### config.mk
export PLATFORM = sky130hd
export DESIGN_NAME = hsl_to_rgb_converter
export DESIGN_NICKNAME = d
export VERILOG_FILES = /design/src/hw/rtl/h2rgb_pkg.sv /design/src/hw/rtl/hsl_to_rgb_converter.sv
export SDC_FILE = /design/constraint.sdc
export NUM_CORES = 2
export LEC_CHECK = 0
export BUFFER_PORTS_ARGS = -buffer_cell sky130_fd_sc_hd__buf_2
export CELL_PAD_IN_SITES_DETAIL_PLACEMENT = 0
export CELL_PAD_IN_SITES_GLOBAL_PLACEMENT = 1
export CORE_MARGIN = 4
export CORE_UTILIZATION = 48
export CTS_CLUSTER_SIZE = 8
export DETAILED_ROUTE_END_ITERATION = 7
export GPL_TIMING_DRIVEN = 0
export PLACE_DENSITY_LB_ADDON = 0.1
export SLEW_MARGIN = 20
export SYNTH_ARGS = -nofsm -noshare
export SYNTH_HDL_FRONTEND = slang
export SYNTH_SLANG_ARGS = --single-unit
export TNS_END_PERCENT = 5
### constraint.sdc
create_clock -name clock -period 15.75 [get_ports clock]
set_input_delay 0.7875 -clock clock [delete_from_list [all_inputs] [get_ports clock]]
set_output_delay 0.7875 -clock clock [all_outputs]
set_load 0.1 [all_outputs]
### src/hw/rtl/h2rgb_pkg.sv
`timescale 1ns / 1ps

package h2rgb_pkg;

   // Q16 fixed point for saturation, lightness and channel levels
   localparam int unsigned ONE_Q16  = 65536;
   localparam int unsigned HALF_Q16 = 32768;

   // reciprocals: (x * RECIP) >> SHIFT gives floor(x / d) exactly over the input range
   localparam logic [16:0] RECIP_360 = 17'd93207;     // 16-bit x, shift 25
   localparam logic [23:0] RECIP_100 = 24'd10737419;  // 23-bit x, shift 30
   localparam logic [24:0] RECIP_60  = 25'd17895698;  // 24-bit x, shift 30

   localparam logic [8:0] DEG_60  = 9'd60;
   localparam logic [8:0] DEG_120 = 9'd120;
   localparam logic [8:0] DEG_180 = 9'd180;
   localparam logic [8:0] DEG_240 = 9'd240;
   localparam logic [8:0] DEG_360 = 9'd360;

   localparam int NUM_CHAN = 3;

   typedef enum logic [1:0] {
      SEC_RISE,
      SEC_HIGH,
      SEC_FALL,
      SEC_LOW
   } sector_type;

   typedef struct packed {
      sector_type  sel;
      logic [5:0]  weight;
   } sector_info_type;

   function automatic sector_info_type sector_of(input logic [8:0] t);
      sector_info_type r;
      if (t < DEG_60) begin
         r.sel    = SEC_RISE;
         r.weight = t[5:0];
      end else if (t < DEG_180) begin
         r.sel    = SEC_HIGH;
         r.weight = 6'd0;
      end else if (t < DEG_240) begin
         r.sel    = SEC_FALL;
         r.weight = 6'(DEG_240 - t);
      end else begin
         r.sel    = SEC_LOW;
         r.weight = 6'd0;
      end
      return r;
   endfunction

   // Q16 level to byte, rounded half up, clamped to 0..255
   function automatic logic [7:0] to_byte(input logic signed [19:0] v);
      logic [26:0] scaled;
      logic [10:0] r;
      scaled = (27'(v) << 8) - 27'(v) + 27'(HALF_Q16);
      r      = scaled[26:16];
      if (v <= 20'sd0)
         return 8'd0;
      else if (r > 11'd255)
         return 8'd255;
      else
         return r[7:0];
   endfunction

endpackage

### src/hw/rtl/hsl_to_rgb_converter.sv
`timescale 1ns / 1ps

// HSL to RGB color converter.
// Input item on req_: hue in whole degrees (any 16-bit value, taken modulo 360),
// saturation and lightness in percent with PERCENT_FRAC_BITS fractional bits,
// clamped to 100 percent. Result item on rsp_: 8-bit red, green, blue.
// Every input item gives exactly one result item, in order.
// Throughput: one item per cycle unless the receiver stalls. Pipeline: eight
// register stages, seven in the pipeline (clamp and reciprocal multiplies, Q16
// conversion and hue reduction, l*s product, q/p, sector weight product,
// divide-by-60 multiply, level select) and the byte output register.
// A skid register behind the output register absorbs the item in flight when
// the receiver stalls; while it is occupied the pipeline holds and req_tready
// is low, so nothing is lost or repeated. req_tready is a register output.
// Reset (synchronous, active high) empties the pipeline, output and skid
// registers; req_tready is high from the first clock edge in reset on.
// Zero saturation gives grey at the lightness level.

module hsl_to_rgb_converter
   import h2rgb_pkg::*;
#(
   parameter int PERCENT_FRAC_BITS = 8
) (
   input  logic        clock,
   input  logic        reset,

   input  logic        req_tvalid,
   output logic        req_tready,
   input  logic [47:0] req_tdata,   // hue_degrees, saturation_pct, lightness_pct

   output logic        rsp_tvalid,
   input  logic        rsp_tready,
   output logic [23:0] rsp_tdata    // red, green, blue
);

   localparam logic [31:0] FULL_PCT = 32'(100) << PERCENT_FRAC_BITS;
   localparam int          PCT_SH   = 16 - PERCENT_FRAC_BITS;

   logic en;

   logic [6:0] vld_ff;

   // stage 1
   logic [15:0] hue, sat, lit, sat_cl, lit_cl;
   logic [22:0] sat_y, lit_y;
   logic [46:0] s1_sprod_ff, s1_lprod_ff;
   logic [32:0] s1_hprod_ff;
   logic [15:0] s1_hue_ff;

   // stage 2
   logic [7:0]  hue_quot;
   logic [16:0] s2_s_ff, s2_l_ff;
   logic [8:0]  s2_hm_ff, s2_hm_in;

   // stage 3
   logic [9:0]  tr_sum, tb_sum;
   logic [33:0] s3_lsp_ff;
   logic [16:0] s3_s_ff, s3_l_ff;
   logic [8:0]  s3_t_ff [NUM_CHAN];
   logic [8:0]  s3_t_in [NUM_CHAN];

   // stage 4
   logic [16:0]        ls;
   logic signed [18:0] s4_q_in, s4_q_ff, s4_p_ff;
   logic [16:0]        s4_l_ff;
   logic               s4_grey_ff;
   logic [8:0]         s4_t_ff [NUM_CHAN];

   // stage 5
   logic signed [18:0] diff;
   logic [17:0]        d;
   sector_info_type    sec [NUM_CHAN];
   logic [23:0]        s5_m_ff [NUM_CHAN];
   sector_type         s5_sel_ff [NUM_CHAN];
   logic signed [18:0] s5_q_ff, s5_p_ff;
   logic [16:0]        s5_l_ff;
   logic               s5_grey_ff;

   // stage 6
   logic [48:0]        s6_qp_ff [NUM_CHAN];
   sector_type         s6_sel_ff [NUM_CHAN];
   logic signed [18:0] s6_q_ff, s6_p_ff;
   logic [16:0]        s6_l_ff;
   logic               s6_grey_ff;

   // stage 7
   logic signed [19:0] s7_v_in [NUM_CHAN];
   logic signed [19:0] s7_v_ff [NUM_CHAN];

   // output and skid
   logic [23:0] pipe_data;
   logic        pipe_out;
   logic        out_vld_ff, skid_vld_ff;
   logic [23:0] out_data_ff, skid_data_ff;
   logic        take;

   assign en         = !skid_vld_ff;
   assign req_tready = en;

   assign hue = req_tdata[15:0];
   assign sat = req_tdata[31:16];
   assign lit = req_tdata[47:32];

   assign sat_cl = ({16'b0, sat} > FULL_PCT) ? FULL_PCT[15:0] : sat;
   assign lit_cl = ({16'b0, lit} > FULL_PCT) ? FULL_PCT[15:0] : lit;
   assign sat_y  = 23'(({16'b0, sat_cl} << PCT_SH) + 32'd50);
   assign lit_y  = 23'(({16'b0, lit_cl} << PCT_SH) + 32'd50);

   assign hue_quot = s1_hprod_ff[32:25];
   assign s2_hm_in = 9'(s1_hue_ff - 16'(hue_quot) * 16'(DEG_360));

   assign tr_sum = 10'(s2_hm_ff) + 10'(DEG_120);
   assign tb_sum = 10'(s2_hm_ff) + 10'(DEG_240);
   assign s3_t_in[0] = (tr_sum >= 10'(DEG_360)) ? 9'(tr_sum - 10'(DEG_360)) : 9'(tr_sum);
   assign s3_t_in[1] = s2_hm_ff;
   assign s3_t_in[2] = (tb_sum >= 10'(DEG_360)) ? 9'(tb_sum - 10'(DEG_360)) : 9'(tb_sum);

   assign ls      = s3_lsp_ff[32:16];
   assign s4_q_in = (s3_l_ff < 17'(HALF_Q16))
                  ? 19'(s3_l_ff) + 19'(ls)
                  : 19'(s3_l_ff) + 19'(s3_s_ff) - 19'(ls);

   assign diff = s4_q_ff - s4_p_ff;
   assign d    = diff[18] ? 18'd0 : diff[17:0];

   always_comb begin
      for (int c = 0; c < NUM_CHAN; c++) begin
         sec[c] = sector_of(s4_t_ff[c]);
      end
   end

   always_comb begin
      for (int c = 0; c < NUM_CHAN; c++) begin
         if (s6_grey_ff) begin
            s7_v_in[c] = 20'(s6_l_ff);
         end else begin
            case (s6_sel_ff[c])
               SEC_HIGH: s7_v_in[c] = 20'(s6_q_ff);
               SEC_LOW:  s7_v_in[c] = 20'(s6_p_ff);
               default:  s7_v_in[c] = 20'(s6_p_ff) + 20'(s6_qp_ff[c][47:30]);
            endcase
         end
      end
   end

   always_ff @(posedge clock) begin
      if (reset) begin
         vld_ff <= '0;
      end else if (en) begin
         vld_ff <= {vld_ff[5:0], req_tvalid};
      end
   end

   always_ff @(posedge clock) begin
      if (en) begin
         s1_sprod_ff <= 47'(sat_y) * 47'(RECIP_100);
         s1_lprod_ff <= 47'(lit_y) * 47'(RECIP_100);
         s1_hprod_ff <= 33'(hue) * 33'(RECIP_360);
         s1_hue_ff   <= hue;

         s2_s_ff  <= s1_sprod_ff[46:30];
         s2_l_ff  <= s1_lprod_ff[46:30];
         s2_hm_ff <= s2_hm_in;

         s3_lsp_ff <= 34'(s2_l_ff) * 34'(s2_s_ff) + 34'(HALF_Q16);
         s3_s_ff   <= s2_s_ff;
         s3_l_ff   <= s2_l_ff;

         s4_q_ff    <= s4_q_in;
         s4_p_ff    <= (19'(s3_l_ff) <<< 1) - s4_q_in;
         s4_l_ff    <= s3_l_ff;
         s4_grey_ff <= (s3_s_ff == 17'd0);

         s5_q_ff    <= s4_q_ff;
         s5_p_ff    <= s4_p_ff;
         s5_l_ff    <= s4_l_ff;
         s5_grey_ff <= s4_grey_ff;

         s6_q_ff    <= s5_q_ff;
         s6_p_ff    <= s5_p_ff;
         s6_l_ff    <= s5_l_ff;
         s6_grey_ff <= s5_grey_ff;

         for (int c = 0; c < NUM_CHAN; c++) begin
            s3_t_ff[c]   <= s3_t_in[c];
            s4_t_ff[c]   <= s3_t_ff[c];
            s5_m_ff[c]   <= 24'(d) * 24'(sec[c].weight) + 24'd30;
            s5_sel_ff[c] <= sec[c].sel;
            s6_qp_ff[c]  <= 49'(s5_m_ff[c]) * 49'(RECIP_60);
            s6_sel_ff[c] <= s5_sel_ff[c];
            s7_v_ff[c]   <= s7_v_in[c];
         end
      end
   end

   assign pipe_data = {to_byte(s7_v_ff[2]), to_byte(s7_v_ff[1]), to_byte(s7_v_ff[0])};
   assign pipe_out  = vld_ff[6] && en;
   assign take      = out_vld_ff && rsp_tready;

   always_ff @(posedge clock) begin
      if (reset) begin
         out_vld_ff  <= 1'b0;
         skid_vld_ff <= 1'b0;
      end else if (!out_vld_ff || take) begin
         out_vld_ff  <= skid_vld_ff || pipe_out;
         skid_vld_ff <= 1'b0;
      end else if (pipe_out) begin
         skid_vld_ff <= 1'b1;
      end
   end

   always_ff @(posedge clock) begin
      if (!out_vld_ff || take) begin
         out_data_ff <= skid_vld_ff ? skid_data_ff : pipe_data;
      end else if (pipe_out) begin
         skid_data_ff <= pipe_data;
      end
   end

   assign rsp_tvalid = out_vld_ff;
   assign rsp_tdata  = out_data_ff;

   a_skid_behind_out: assert property (@(posedge clock) disable iff (reset)
      skid_vld_ff |-> out_vld_ff)
      else $error("skid holds an item while output register is empty");

   a_hue_reduced: assert property (@(posedge clock) disable iff (reset)
      vld_ff[1] |-> (s2_hm_ff < DEG_360))
      else $error("hue not reduced below 360");

   a_q16_range: assert property (@(posedge clock) disable iff (reset)
      vld_ff[1] |-> (s2_s_ff <= 17'(ONE_Q16)) && (s2_l_ff <= 17'(ONE_Q16)))
      else $error("saturation or lightness above 1.0 in Q16");

   a_p_below_q: assert property (@(posedge clock) disable iff (reset)
      vld_ff[3] |-> (s4_p_ff <= s4_q_ff))
      else $error("intermediate p above q");

endmodule

==> flow_results.org <==
** Worst setup path
- Kind of capture point of the worst setup path :: flop
- Register-to-register path setup slack :: 7.90 ns
- Number of gates on the worst path with buffers counted :: 30
- Among cell families on the critical path, the largest total delay comes from adder cells.
- Setup crit start kind :: primary input
- In this design, the stage delay of the slowest critical-path cell is 0.56 ns.
- Buffers & Inverters on Critical Path :: 7
- The endpoint identified for the worst register-to-register timing path is s5_m_ff[0][71]$_DFFE_PN_.
- Worst setup path startpoint :: req_tdata[32]
- The startpoint identified for the worst register-to-register timing path is s4_q_ff[2]$_DFFE_PN_.
- Timing endpoint of the critical path :: s1_lprod_ff[46]$_DFFE_PN_
- Slowest stage cell, crit path :: sky130_fd_sc_hd__fa_1
- Crit path max fanout :: 10
- Class of the most critical setup path :: primary input to flop
- R2R cell count :: 30
- Critical Path RT :: 16.17 ns
- Data arrival at the endpoint of the critical path :: around 9.5 ns

** Placed design
- Detailed placement ended at an HPWL of 165000 microns.
- Final weighted congestion of routability-driven global placement :: about 0.89
- During placement, the flow inserted port buffers numbering 76.
- After detailed placement, the design holds a cell count of 10300.

** Yosys
- In this run the cell area of the synthesized design comes to a little over 0.08 sq mm.
- Cell taking the most area after synthesis :: sky130_fd_sc_hd__ha_1
- Most used DFF post-synth :: sky130_fd_sc_hd__edfxtp_1
- Number of enable flip-flop cells after synthesis :: ~600
- Of all flip-flops after synthesis, the portion carrying an async set or reset was 0.
- Synth top area cells :: sky130_fd_sc_hd__ha_1 26%, sky130_fd_sc_hd__fa_1 24%, sky130_fd_sc_hd__edfxtp_1 22%
- Synthesis inferred roughly 600 register bits.
- Averaged over all synthesized cells, the footprint is 10.4 sq um.
- Synthesis instantiated 99 different standard cells from the library.
- Share of the synthesized area in the top cell type :: 0.255
- Post-synthesis instance total :: about 8000
- Of the synthesized area, sequential elements account for 0.218.
- Synthesis Warnings :: 0

** Layout
- Compared with the post-synthesis result, the final layout area differs by 7.39%.
- Fill count :: 15500
- Excluding fillers, the count of instances in the completed layout stands at 10500.
- Final net count :: between 10000 and 15000
- In the final layout, the share of cells above drive strength 1 is 0.0382.

** Global routing
- The first global-routing pass estimated 315000 microns of wire.
- Vias in the first global route :: about 58000
- Entering global routing, the biggest net connects ~110 pins.
- Number of antenna violations at the first check in global routing :: 6
- Global routing finished with a remaining overflow of 0.
- Total routing usage reported by global routing :: 0.222

** Flow run
- Max-cap violations in this run came to 0.

** Clock tree
- CTS tree :: done
- Clk Latency, worst-skew pair :: 0.73 ns
- Clock-pin slew was measured on the worst setup and hold paths at 0.05 ns.
- Num Clock Sinks :: approximately 600
- In this run the number of H-tree levels came out at 3.
- Number of resized instances in the post-cts repair step :: 0
- The number of clock buffers added by TritonCTS is 90.
- Clock Path Buffers :: 3
- CTS placed an instance of sky130_fd_sc_hd__clkbuf_16 at the clock tree root.
- For this design, the CTS-stage hold fixing added 0 buffers.
- Number of buffers inserted to repair setup after CTS :: 0

** Floorplan
- Standard-cell row count :: 151
- The die is 423 microns tall.
- Core outline area :: ~0.17 sq mm
- For this configuration, the core starts out at a cell density of 0.485.
- The die covers 0.179 sq mm.
- Die span in x :: 423 microns
- Ports placed on the boundary :: 78

** Timing
- The number of max-slew violations in the final report came to 0.
- Final Hold Viols :: 0
- The tightest hold path in the finished design has a slack of 0.292 ns.
- Min Clock Period, post-route :: slightly above 9 ns
- Setup violations remaining at the end of the flow were counted as 0.
- At the pin with the least slew margin, the transition time is 0.972 ns.
- Setup repair after global routing left no endpoint under its margin.
- Tightest slew margin relative to the limit :: 0.345
- Static timing analysis puts the maximum clock frequency at 0.110 GHz.
- Dividing the final minimum period by the clock period gives 0.578.
- Clock skew on the completed layout was measured at 0.0983 ns.

** Min path
- The tightest min-delay check is of the primary input to flop type.

** Run status
- Status :: completed

** Detailed routing
- Final wirelength :: 195000 microns
- DRC violation total after the first TritonRoute iteration :: 2909
- Using the TritonRoute via totals, the vias-per-cell ratio works out to 5.23.
- Router iterations before antenna repair :: 5
- After detailed routing, the number of remaining DRC violations is 0.
- Drt wl/cell :: around 19 microns
- Vias after detailed routing :: about 55000
- Remaining antenna violation count :: 0
## tightest hold or removal path, delay by kind of cell
family        cells  cell delay, ns
buf+inv           1            0.08
simple gates      1            0.07
mux               1            0.05
## logic make-up after synthesis
| group | Yosys count | synth area share |
|---|---|---|
| compound gates | 1004 | 0.0795 |
| xor+xnor | 328 | 0.0350 |
| fa+ha+maj | 2660 | 0.491 |
| buf+inv | 1725 | 0.0789 |
| flops | 602 | 0.218 |
| mux | 71 | 0.00891 |
| other cells | 2 | 0.0000909 |
| simple gates | 1559 | 0.0884 |
## layout make-up
class / instances / area [sq um] / area share
multi-input cells: 5628 / 58100 / 0.655
clock buffers: 112 / 2330 / 0.0263
clock inverters: 19 / 300 / 0.00339
plain buffers: 138 / 576 / 0.00649
inverters: 1587 / 5960 / 0.0671
well taps: 2295 / 2870 / 0.0324
repair buffers: 83 / 541 / 0.00609
flip-flops and latches: 602 / 18000 / 0.203
diodes: 3 / 7.51 / 0.0000846
## cells in the mapped netlist (all sizes together) (17+ instances only)
cell	count
a211oi	34
a21boi	22
a21o	102
a21oi	291
a31oi	58
and2	142
and3	42
buf	31
clkbuf	107
edfxtp	593
fa	974
ha	1686
inv	1586
mux2	17
mux2i	54
nand2	445
nand2b	76
nand3	78
nand4	29
nor2	491
nor2b	43
nor3	96
nor4	27
o211ai	33
o21a	73
o21ai	203
o21bai	35
o31ai	19
or2	28
or3	23
xnor2	242
xor2	86
## worst min path at each step
stage,from,endpoint,slack [ns],depth (start not counted)
after global routing,req_tvalid,vld_ff[0]$_SDFFE_PP0N_,0.27,3
after global placement,s5_p_ff[13]$_DFFE_PN_,s6_p_ff[13]$_DFFE_PN_,0.40,0
after CTS,req_tvalid,vld_ff[0]$_SDFFE_PP0N_,0.21,3
after detailed placement,s1_lprod_ff[40]$_DFFE_PN_,s2_l_ff[10]$_DFFE_PN_,0.40,0
after floorplan,s1_hprod_ff[0]$_DFFE_PN_,s2_hm_ff[0]$_DFFE_PN_,0.40,0
final,req_tvalid,vld_ff[0]$_SDFFE_PP0N_,0.29,3
## flip-flops by register name (all words and copies together) (netlist names), 18 cells and up
signal,count
s4_q_ff,19
s4_t_ff,21
rsp_tdata,24
s5_m_ff,69
s6_q_ff,19
s7_v_ff,60
s3_t_ff,21
skid_data_ff,24
s6_qp_ff,54
s4_p_ff,18
s6_p_ff,18
s5_p_ff,18
s5_q_ff,19
## stage by stage
stage          instance area, sq um  utilization  setup TNS (ns)  setup WS [ns]
5_1_grt                       88700        0.521               0           6.07
3_5_place_dp                  86100        0.506               0           5.90
3_3_place_gp                  85900        0.505        -2551.20          -6.67
2_1_floorplan                 82600            -               0          0.372
4_1_cts                       88700        0.521               0           6.63
6_report                      88700        0.521               0           6.64
## layout by cell type (no fill, tap or decap), types with 129 or more instances in the layout
cell type / netlist / final
sky130_fd_sc_hd__clkbuf_1: 107 / 129
sky130_fd_sc_hd__o21ai_0: 188 / 188
sky130_fd_sc_hd__edfxtp_1: 593 / 593
sky130_fd_sc_hd__and2_1: 140 / 140
sky130_fd_sc_hd__ha_1: 1686 / 1686
sky130_fd_sc_hd__nor2_1: 491 / 491
sky130_fd_sc_hd__xnor2_1: 241 / 240
sky130_fd_sc_hd__a21oi_1: 284 / 284
sky130_fd_sc_hd__inv_1: 1586 / 1586
sky130_fd_sc_hd__fa_1: 974 / 974
sky130_fd_sc_hd__nand2_1: 438 / 438
## routing by layer
layer,wire length (microns),share of wire,up-vias,global-route usage
li1,-,-,26800,-
met3,6730,0.035,261,0.0201
met4,5580,0.029,0,0.0648
met2,93400,0.48,934,0.377
met5,0,0,-,0
met1,89300,0.46,26800,0.302
Power is left out: the tool's default activity adds up to more than one toggle a clock period on the data nets, which glitch-free logic cannot reach.
